File: src/hdl/link_pair_list_parser_core_assert.svh
// Assertion macros for the link pair list parser.
// Used by the core top level; needs a clock named clk and reset named rst.
`ifndef LINK_PAIR_LIST_PARSER_CORE_ASSERT_SVH
`define LINK_PAIR_LIST_PARSER_CORE_ASSERT_SVH

// Condition that must hold at every clock edge outside reset.
`define LPP_ASSERT_ALWAYS(label, cond, msg) \
  label: assert property (@(posedge clk) disable iff (rst) (cond)) else $error(msg);

// Implication checked at every clock edge outside reset.
`define LPP_ASSERT_IMPLY(label, ante, cons, msg) \
  label: assert property (@(posedge clk) disable iff (rst) (ante) |-> (cons)) \
    else $error(msg);

`endif

File: src/hdl/lpp_pkg.sv
// Shared types and constants for the link pair list parser.
// No dependencies; used by lpp_parser and link_pair_list_parser_core.
package lpp_pkg;

  localparam int unsigned CHAR_W   = 8;
  localparam int unsigned WCOUNT_W = 10;
  localparam int unsigned ID_W     = 10;
  localparam int unsigned ACC_W    = 16;
  localparam int unsigned STORED_W = 11;
  localparam int unsigned TALLY_W  = 12;

  localparam logic [CHAR_W-1:0] CH_NUL  = 8'd0;
  localparam logic [CHAR_W-1:0] CH_TAB  = 8'd9;
  localparam logic [CHAR_W-1:0] CH_LF   = 8'd10;
  localparam logic [CHAR_W-1:0] CH_CR   = 8'd13;
  localparam logic [CHAR_W-1:0] CH_SP   = 8'd32;
  localparam logic [CHAR_W-1:0] CH_LPAR = 8'd40;
  localparam logic [CHAR_W-1:0] CH_RPAR = 8'd41;
  localparam logic [CHAR_W-1:0] CH_ZERO = 8'd48;
  localparam logic [CHAR_W-1:0] CH_NINE = 8'd57;
  localparam logic [CHAR_W-1:0] CH_BAR  = 8'd124;

  localparam logic [ACC_W-1:0]    OLD_END_ID   = 16'd3000;
  localparam logic [ID_W-1:0]     NEW_END_ID   = 10'd1000;
  localparam logic [ACC_W-1:0]    ACC_MAX      = 16'hFFFF;
  localparam logic [TALLY_W-1:0]  TALLY_MAX    = 12'hFFF;
  localparam logic [STORED_W-1:0] STORED_MAX   = 11'h7FF;
  localparam logic [STORED_W-1:0] PAIR_LIMIT   = 11'd1024;
  localparam logic [WCOUNT_W-1:0] WCOUNT_RESET = 10'd1000;

  localparam logic KIND_PAIR    = 1'b0;
  localparam logic KIND_SUMMARY = 1'b1;

  typedef struct packed {
    logic                kind;
    logic [ID_W-1:0]     target_id;
    logic [ACC_W-1:0]    pair_count;
    logic [STORED_W-1:0] pairs_stored;
    logic [TALLY_W-1:0]  bad_count;
    logic [TALLY_W-1:0]  remap_count;
    logic                last;
  } result_t;

  // Results produced by one character: an optional pair and an optional summary.
  typedef struct packed {
    logic    pair_valid;
    logic    sum_valid;
    result_t pair;
    result_t sum;
  } push_t;

endpackage

File: src/hdl/link_pair_list_parser_core.sv
// Top level of the link pair list parser: parse state machine plus result queue.
// Depends on lpp_pkg, lpp_parser and link_pair_list_parser_core_assert.svh.
//
//  channel | handshake            | payload
//  --------+----------------------+----------------------------------------------
//  in      | in_valid / in_ready  | char_code, last_char
//  out     | out_valid/ out_ready | result_kind, target_id, pair_count,
//          |                      | pairs_stored, bad_count, remap_count, is_last
//  cfg     | cfg_wr_en            | cfg_wr_data (declared word count)
//
// One character is taken per cycle while in_ready is high; its results are
// queued on the next edge. Each gives up to two results, which leave a four-entry
// queue at one per cycle while out_ready is high; in_ready needs two free entries.
// Reset (rst, synchronous) empties the queue, restores the word count to 1000
// and returns the parser to looking for the bar.
// A stalled output only holds off input once the queue cannot take two more items.
`include "link_pair_list_parser_core_assert.svh"

module link_pair_list_parser_core (
  input  logic                          clk,
  input  logic                          rst,
  input  logic                          cfg_wr_en,
  input  logic [lpp_pkg::WCOUNT_W-1:0]  cfg_wr_data,
  input  logic                          in_valid,
  output logic                          in_ready,
  input  logic [lpp_pkg::CHAR_W-1:0]    char_code,
  input  logic                          last_char,
  output logic                          out_valid,
  input  logic                          out_ready,
  output logic                          result_kind,
  output logic [lpp_pkg::ID_W-1:0]      target_id,
  output logic [lpp_pkg::ACC_W-1:0]     pair_count,
  output logic [lpp_pkg::STORED_W-1:0]  pairs_stored,
  output logic [lpp_pkg::TALLY_W-1:0]   bad_count,
  output logic [lpp_pkg::TALLY_W-1:0]   remap_count,
  output logic                          is_last
);

  localparam int unsigned QDEPTH = 4;
  localparam int unsigned PTR_W  = $clog2(QDEPTH);

  lpp_pkg::push_t   push;
  lpp_pkg::result_t queue [QDEPTH];
  logic [PTR_W-1:0] wr_ptr, rd_ptr;
  logic [PTR_W:0]   count, count_next;
  logic             in_acc, out_acc;
  logic [PTR_W-1:0] sum_addr;
  logic [1:0]       n_push;
  lpp_pkg::result_t head;

  assign in_ready = (count <= (PTR_W+1)'(QDEPTH - 2));
  assign in_acc   = in_valid && in_ready;
  assign out_valid = (count != '0);
  assign out_acc  = out_valid && out_ready;

  lpp_parser u_parser (
    .clk         (clk),
    .rst         (rst),
    .cfg_wr_en   (cfg_wr_en),
    .cfg_wr_data (cfg_wr_data),
    .accept      (in_acc),
    .char_code   (char_code),
    .last_char   (last_char),
    .push        (push)
  );

  assign n_push     = in_acc ? ({1'b0, push.pair_valid} + {1'b0, push.sum_valid}) : 2'd0;
  assign sum_addr   = wr_ptr + {{(PTR_W-1){1'b0}}, push.pair_valid};
  assign count_next = count + {{(PTR_W-1){1'b0}}, n_push}
                      - {{PTR_W{1'b0}}, out_acc};

  always_ff @(posedge clk) begin
    if (in_acc && push.pair_valid) queue[wr_ptr] <= push.pair;
    if (in_acc && push.sum_valid) queue[sum_addr] <= push.sum;
  end

  always_ff @(posedge clk) begin
    if (rst) begin
      wr_ptr <= '0;
      rd_ptr <= '0;
      count  <= '0;
    end else begin
      wr_ptr <= wr_ptr + n_push[PTR_W-1:0];
      if (out_acc) rd_ptr <= rd_ptr + 1'b1;
      count <= count_next;
    end
  end

  assign head         = queue[rd_ptr];
  assign result_kind  = head.kind;
  assign target_id    = head.target_id;
  assign pair_count   = head.pair_count;
  assign pairs_stored = head.pairs_stored;
  assign bad_count    = head.bad_count;
  assign remap_count  = head.remap_count;
  assign is_last      = head.last;

  `LPP_ASSERT_ALWAYS(a_queue_bound, count <= (PTR_W+1)'(QDEPTH), "result queue overfilled")
  `LPP_ASSERT_IMPLY(a_count_track, !$past(rst) && $past(in_acc) && !$past(out_acc), count == $past(count) + {{(PTR_W-1){1'b0}}, $past(n_push)}, "queue count lost an item")
  `LPP_ASSERT_IMPLY(a_last_is_summary, out_valid && is_last, result_kind == lpp_pkg::KIND_SUMMARY && target_id == '0 && pair_count == '0, "last item is not a clean summary")
  `LPP_ASSERT_IMPLY(a_pair_fields, out_valid && result_kind == lpp_pkg::KIND_PAIR, target_id != '0 && pair_count != '0 && pairs_stored != '0, "pair item carries a rejected pair")

endmodule

File: src/hdl/lpp_parser.sv
// Per-character parse state machine with pair checking and tallies.
// Depends on lpp_pkg; results are handed to the output queue in the top level.
module lpp_parser (
  input  logic                          clk,
  input  logic                          rst,
  input  logic                          cfg_wr_en,
  input  logic [lpp_pkg::WCOUNT_W-1:0]  cfg_wr_data,
  input  logic                          accept,
  input  logic [lpp_pkg::CHAR_W-1:0]    char_code,
  input  logic                          last_char,
  output lpp_pkg::push_t                push
);

  typedef enum logic [2:0] {
    PH_SEEK,
    PH_PRE_ID,
    PH_ID,
    PH_CNT_START,
    PH_CNT,
    PH_STOP
  } phase_t;

  phase_t                         phase, phase_next;
  logic [lpp_pkg::WCOUNT_W-1:0]   word_count;
  logic [lpp_pkg::ACC_W-1:0]      id_acc, id_acc_next;
  logic [lpp_pkg::ACC_W-1:0]      cnt_acc, cnt_acc_next;
  logic [lpp_pkg::STORED_W-1:0]   stored, stored_next;
  logic [lpp_pkg::TALLY_W-1:0]    bad, bad_next;
  logic [lpp_pkg::TALLY_W-1:0]    remap, remap_next;

  logic       is_digit;
  logic       is_space;
  logic [3:0] digit;
  logic       pair_ok;
  logic       pair_done;
  logic [lpp_pkg::ID_W-1:0] pair_id;

  // acc * 10 + d, held at the accumulator maximum
  function automatic logic [lpp_pkg::ACC_W-1:0] acc_digit(
    input logic [lpp_pkg::ACC_W-1:0] acc,
    input logic [3:0]                d
  );
    logic [lpp_pkg::ACC_W+3:0] wide;
    wide = ({4'd0, acc} << 3) + ({4'd0, acc} << 1) + {{lpp_pkg::ACC_W{1'b0}}, d};
    if (wide > {4'd0, lpp_pkg::ACC_MAX}) begin
      return lpp_pkg::ACC_MAX;
    end
    return wide[lpp_pkg::ACC_W-1:0];
  endfunction

  assign is_digit = (char_code inside {[lpp_pkg::CH_ZERO:lpp_pkg::CH_NINE]});
  assign is_space = (char_code inside {lpp_pkg::CH_SP, lpp_pkg::CH_TAB,
                                       lpp_pkg::CH_CR, lpp_pkg::CH_LF});
  assign digit    = char_code[3:0];

  always_comb begin
    phase_next   = phase;
    id_acc_next  = id_acc;
    cnt_acc_next = cnt_acc;
    stored_next  = stored;
    bad_next     = bad;
    remap_next   = remap;
    pair_ok      = 1'b0;
    pair_done    = 1'b0;
    pair_id      = id_acc[lpp_pkg::ID_W-1:0];

    if (char_code == lpp_pkg::CH_NUL && phase != PH_STOP) begin
      phase_next = PH_STOP;
    end else begin
      case (phase)
        PH_SEEK: begin
          if (char_code == lpp_pkg::CH_BAR) phase_next = PH_PRE_ID;
        end
        PH_PRE_ID: begin
          if (is_digit) begin
            id_acc_next = {{(lpp_pkg::ACC_W-4){1'b0}}, digit};
            phase_next  = PH_ID;
          end else if (!is_space) begin
            phase_next = PH_STOP;
          end
        end
        PH_ID: begin
          if (is_digit) id_acc_next = acc_digit(id_acc, digit);
          else if (char_code == lpp_pkg::CH_LPAR) phase_next = PH_CNT_START;
          else phase_next = PH_STOP;
        end
        PH_CNT_START: begin
          if (is_digit) begin
            cnt_acc_next = {{(lpp_pkg::ACC_W-4){1'b0}}, digit};
            phase_next   = PH_CNT;
          end else begin
            phase_next = PH_STOP;
          end
        end
        PH_CNT: begin
          if (is_digit) begin
            cnt_acc_next = acc_digit(cnt_acc, digit);
          end else if (char_code == lpp_pkg::CH_RPAR) begin
            pair_done  = 1'b1;
            phase_next = PH_PRE_ID;
            pair_ok    = 1'b1;
            if (id_acc == '0) begin
              pair_ok = 1'b0;
            end else if (id_acc == lpp_pkg::OLD_END_ID) begin
              pair_id = lpp_pkg::NEW_END_ID;
              if (remap != lpp_pkg::TALLY_MAX) remap_next = remap + 1'b1;
            end else if (id_acc > {{(lpp_pkg::ACC_W-lpp_pkg::WCOUNT_W){1'b0}},
                                   word_count}) begin
              pair_ok = 1'b0;
            end
            if (cnt_acc == '0) pair_ok = 1'b0;
            if (!pair_ok) begin
              if (bad != lpp_pkg::TALLY_MAX) bad_next = bad + 1'b1;
            end else if (stored != lpp_pkg::STORED_MAX) begin
              stored_next = stored + 1'b1;
            end
            if (stored_next >= lpp_pkg::PAIR_LIMIT) phase_next = PH_STOP;
          end else begin
            phase_next = PH_STOP;
          end
        end
        default: phase_next = PH_STOP;
      endcase
    end

    push.pair_valid        = pair_done && pair_ok;
    push.pair.kind         = lpp_pkg::KIND_PAIR;
    push.pair.target_id    = pair_id;
    push.pair.pair_count   = cnt_acc;
    push.pair.pairs_stored = stored_next;
    push.pair.bad_count    = bad_next;
    push.pair.remap_count  = remap_next;
    push.pair.last         = 1'b0;

    push.sum_valid         = last_char;
    push.sum.kind          = lpp_pkg::KIND_SUMMARY;
    push.sum.target_id     = '0;
    push.sum.pair_count    = '0;
    push.sum.pairs_stored  = stored_next;
    push.sum.bad_count     = bad_next;
    push.sum.remap_count   = remap_next;
    push.sum.last          = 1'b1;

    // end of string: drop any open pair and start afresh
    if (last_char) begin
      phase_next   = PH_SEEK;
      id_acc_next  = '0;
      cnt_acc_next = '0;
      stored_next  = '0;
      bad_next     = '0;
      remap_next   = '0;
    end
  end

  always_ff @(posedge clk) begin
    if (rst) begin
      phase      <= PH_SEEK;
      word_count <= lpp_pkg::WCOUNT_RESET;
      id_acc     <= '0;
      cnt_acc    <= '0;
      stored     <= '0;
      bad        <= '0;
      remap      <= '0;
    end else begin
      if (cfg_wr_en) word_count <= cfg_wr_data;
      if (accept) begin
        phase   <= phase_next;
        id_acc  <= id_acc_next;
        cnt_acc <= cnt_acc_next;
        stored  <= stored_next;
        bad     <= bad_next;
        remap   <= remap_next;
      end
    end
  end

endmodule
File: config.mk
export PLATFORM = sky130hd
export DESIGN_NAME = link_pair_list_parser_core
export DESIGN_NICKNAME = d
export VERILOG_FILES = /design/src/hdl/lpp_pkg.sv /design/src/hdl/link_pair_list_parser_core.sv /design/src/hdl/lpp_parser.sv
export VERILOG_INCLUDE_DIRS = /design/src /design/src/hdl
export SDC_FILE = /design/constraint.sdc
export NUM_CORES = 1
export LEC_CHECK = 0
export BUFFER_PORTS_ARGS = -buffer_cell sky130_fd_sc_hd__buf_4
export CAP_MARGIN = 20
export CORE_MARGIN = 1
export CORE_UTILIZATION = 45
export DETAILED_ROUTE_END_ITERATION = 10
export SYNTH_ARGS = -nofsm -noshare
export SYNTH_HDL_FRONTEND = slang
export SYNTH_SLANG_ARGS = --single-unit
File: constraint.sdc
create_clock -name clk -period 9.1 [get_ports clk]
set_clock_uncertainty 0.05 [all_clocks]
set_input_delay 2.275 -clock clk [delete_from_list [all_inputs] [get_ports clk]]
set_output_delay 2.275 -clock clk [all_outputs]
set_load 0.005 [all_outputs]
==> metrics.cfg <==
[pwr]
power_density_mw_per_mm2 = 187.2
power_leakage_uw = 0.007078
ir_drop_mv = 0.1190

[cells_and_area]
final_cell_mix = nand2_1, nor2_1, dfxtp_1
nets = 1891
layout_commonest_cell = nand2_1
seq_area_mm2 = 0.008155
drive_gt1_share_pct = 14.42
stdcell_area_mm2 = 0.01932
fillerInstances = 3479
antenna_cells = 0
multiInputGateArea_mm2 = 0.008409
area_growth_syn_to_layout_pct = 12.17

[placement]
io_buffers = 88
dp.final_hpwl_um = 29360
place_congestion = 0.8168
placed_area_mm2 = 0.01816

[die]
io_pins = 89
core_area_mm2 = 0.03767
num_rows = 71
die_h_um = 197.7
start_util_pct = 45.73
die_x_um = 197.7
die_area_mm2 = 0.03907

[clock_network]
htreeDepth = 2
cts_made_buffers = 38
tritoncts = done
clockRootBuffer = clkbuf_16
cts_sinks = 337
clk_latency_ps = 520
ctsResizeCount = 0
post_cts_buffers = 0
clock_path_buffers = 3
clkTransAtPathRegs_ps = 60
cts_hold_buf = 0

[yosys]
synth_top_area_share_pct = 24.40
ys_ff_latch = 337
seq_area_frac_synth_pct = 47.30
async_flop_share_pct = 0
ys_warn_count = 0
synth_edf_count = 140
syn_area_mm2 = 0.01723
syn_inst = 1732
ys_types = 80
syn_nets = 1840
synth_flop_cell = dfxtp_1
synth_area_per_cell_um2 = 9.946
synth_top_area_cell = edfxtp_1
yosys-top-cells-area = edfxtp_1, dfxtp_1, mux4_2

[hold_path]
min_path_type = reg2reg
hold_start = queue[1][36]$_SDFFE_PP0N_
min_to = queue[1][36]$_SDFFE_PP0N_
hold_depth = 2

[grt]
grt_pass1_vias = 12595
grt_pass1_wl_um = 69810
grt_max_degree = 43
grt_usage_pct = 22.70
gr-total-overflow = 0
antenna_found_initial = 0

[drt]
drc = 0
vias_per_cell = 5.596
detail-route-antenna-nets = 0
drt_first_pass_iters = 6
drtIter0Drc = 852
vias = 12988
drt_wl_total_um = 43880
wl_per_cell_um = 18.91

[sta]
slew_headroom_pct = 28.96
setup_viol = 0
max_freq_mhz = 170.7
layout_min_cycle_time_ps = 5858
fin_setup_tns_ps = 0
worst_pin_slew_ps = 1063
drv_slew = 0
rsz0062_at_grt = false
post-route-period-util_pct = 64.37
finalHoldViolations = 0

[worst_setup_path]
worstReg2RegStart = u_parser.id_acc[0]$_SDFFE_PP0P_
cp_max_fo = 36
worstPathRequired_ps = 9330
reg2reg_setup_slack_ps = 3540
r2r-end = queue[3][22]$_DFFE_PP_
start_kind = primary input
end_kind = register
arrival_ps = 6080
reg2reg_depth = 16
worstSetupPathType = in2reg

[outcome]
outcome = finished clean

[run]
cap_viol_max_count = 0

## flip-flops by register name, indices dropped and copies added (netlist names), named ones only
register / cells
count: 3
u_parser.stored: 11
u_parser.phase: 3
rd_ptr: 2
u_parser.word_count: 10
queue: 248
u_parser.id_acc: 16
u_parser.remap: 12
wr_ptr: 2
u_parser.cnt_acc: 16
u_parser.bad: 12
## Yosys cell counts, types with 13 or more instances
| cell type | instances |
|---|---|
| mux2i_1 | 18 |
| a21o_1 | 15 |
| mux4_2 | 62 |
| dfxtp_1 | 197 |
| inv_1 | 34 |
| nor3_1 | 35 |
| ha_1 | 79 |
| nor2_1 | 201 |
| nand2_1 | 322 |
| buf_6 | 20 |
| nor4_1 | 15 |
| a21oi_1 | 148 |
| nand3_1 | 32 |
| nand4_1 | 16 |
| xnor2_1 | 30 |
| buf_2 | 13 |
| o21ai_0 | 62 |
| edfxtp_1 | 140 |
| xor2_1 | 19 |
| clkbuf_1 | 54 |
## stage by stage
stage	instances	hold slack, ps	util [%]	setup WS, ps	total power, uW
3_3_place_gp	2253	381.1	48.21	2459	2240
2_1_floorplan	1732	371.0	-	3381	2016
4_1_cts	2320	398.4	51.23	2848	3663
6_report	2321	398.0	51.30	3242	3617
3_5_place_dp	2253	390.2	48.21	2326	2247
5_1_grt	2321	408.4	51.30	2947	3757
## cell type report
class | count | area share, %
Tap cell | 511 | 3.309
Multi-Input combinational cell | 1261 | 43.52
Inverter | 34 | 0.6604
Clock inverter | 14 | 0.4144
Clock buffer | 53 | 5.478
Sequential cell | 337 | 42.20
Timing Repair Buffer | 111 | 4.416
## where the power goes
| group | switching, uW | leakage, uW | total [uW] | internal, uW |
|---|---|---|---|---|
| sequential | 63.5 | 0.00290 | 1680 | 1620 |
| clock | 603 | 0.000559 | 1420 | 814 |
| combinational | 253 | 0.00362 | 520 | 268 |
| total | 920 | 0.00708 | 3620 | 2700 |
## worst max-delay path by stage
stage / slack (ps) / end / from
after floorplan: 3380 / queue[0][10]$_DFFE_PP_ / char_code[3]
after global placement: 2460 / queue[2][1]$_DFFE_PP_ / char_code[2]
after detailed placement: 2330 / queue[2][10]$_DFFE_PP_ / char_code[2]
after CTS: 2850 / queue[2][8]$_DFFE_PP_ / char_code[2]
after global routing: 2950 / queue[3][22]$_DFFE_PP_ / char_code[2]
final: 3240 / queue[2][8]$_DFFE_PP_ / char_code[2]
## critical path, cell delays in order
cell	delay [ps]
buf_4	150
nor4_4	360
nand4_2	270
nor3_1	510
ha_1	290
xnor2_1	220
nor3_4	70
buf_4	260
nor2_4	720
inv_1	430
buf_16	290
buf_4	190
## per-layer routing
metal	routed length, um	vias up	GRT usage, %	share of wire (%)
li1	-	6347	-	-
met5	0	-	0	0
met1	19790	6227	30.93	45
met3	2401	61	3.603	5.5
met4	787	0	5.943	1.8
met2	20900	353	37.49	48
## cell families after synthesis
| group | after synthesis | synth area share, % |
|---|---|---|
| adders and majority gates | 84 | 6.319 |
| DFF | 337 | 47.30 |
| buffers and inverters | 134 | 4.016 |
| muxes | 80 | 9.152 |
| AOI/OAI and AO/OA | 328 | 11.74 |
| xor gates and xnor gates | 49 | 2.491 |
| and+or+nand+nor | 720 | 18.99 |
Power figures use the tool's default switching activity.
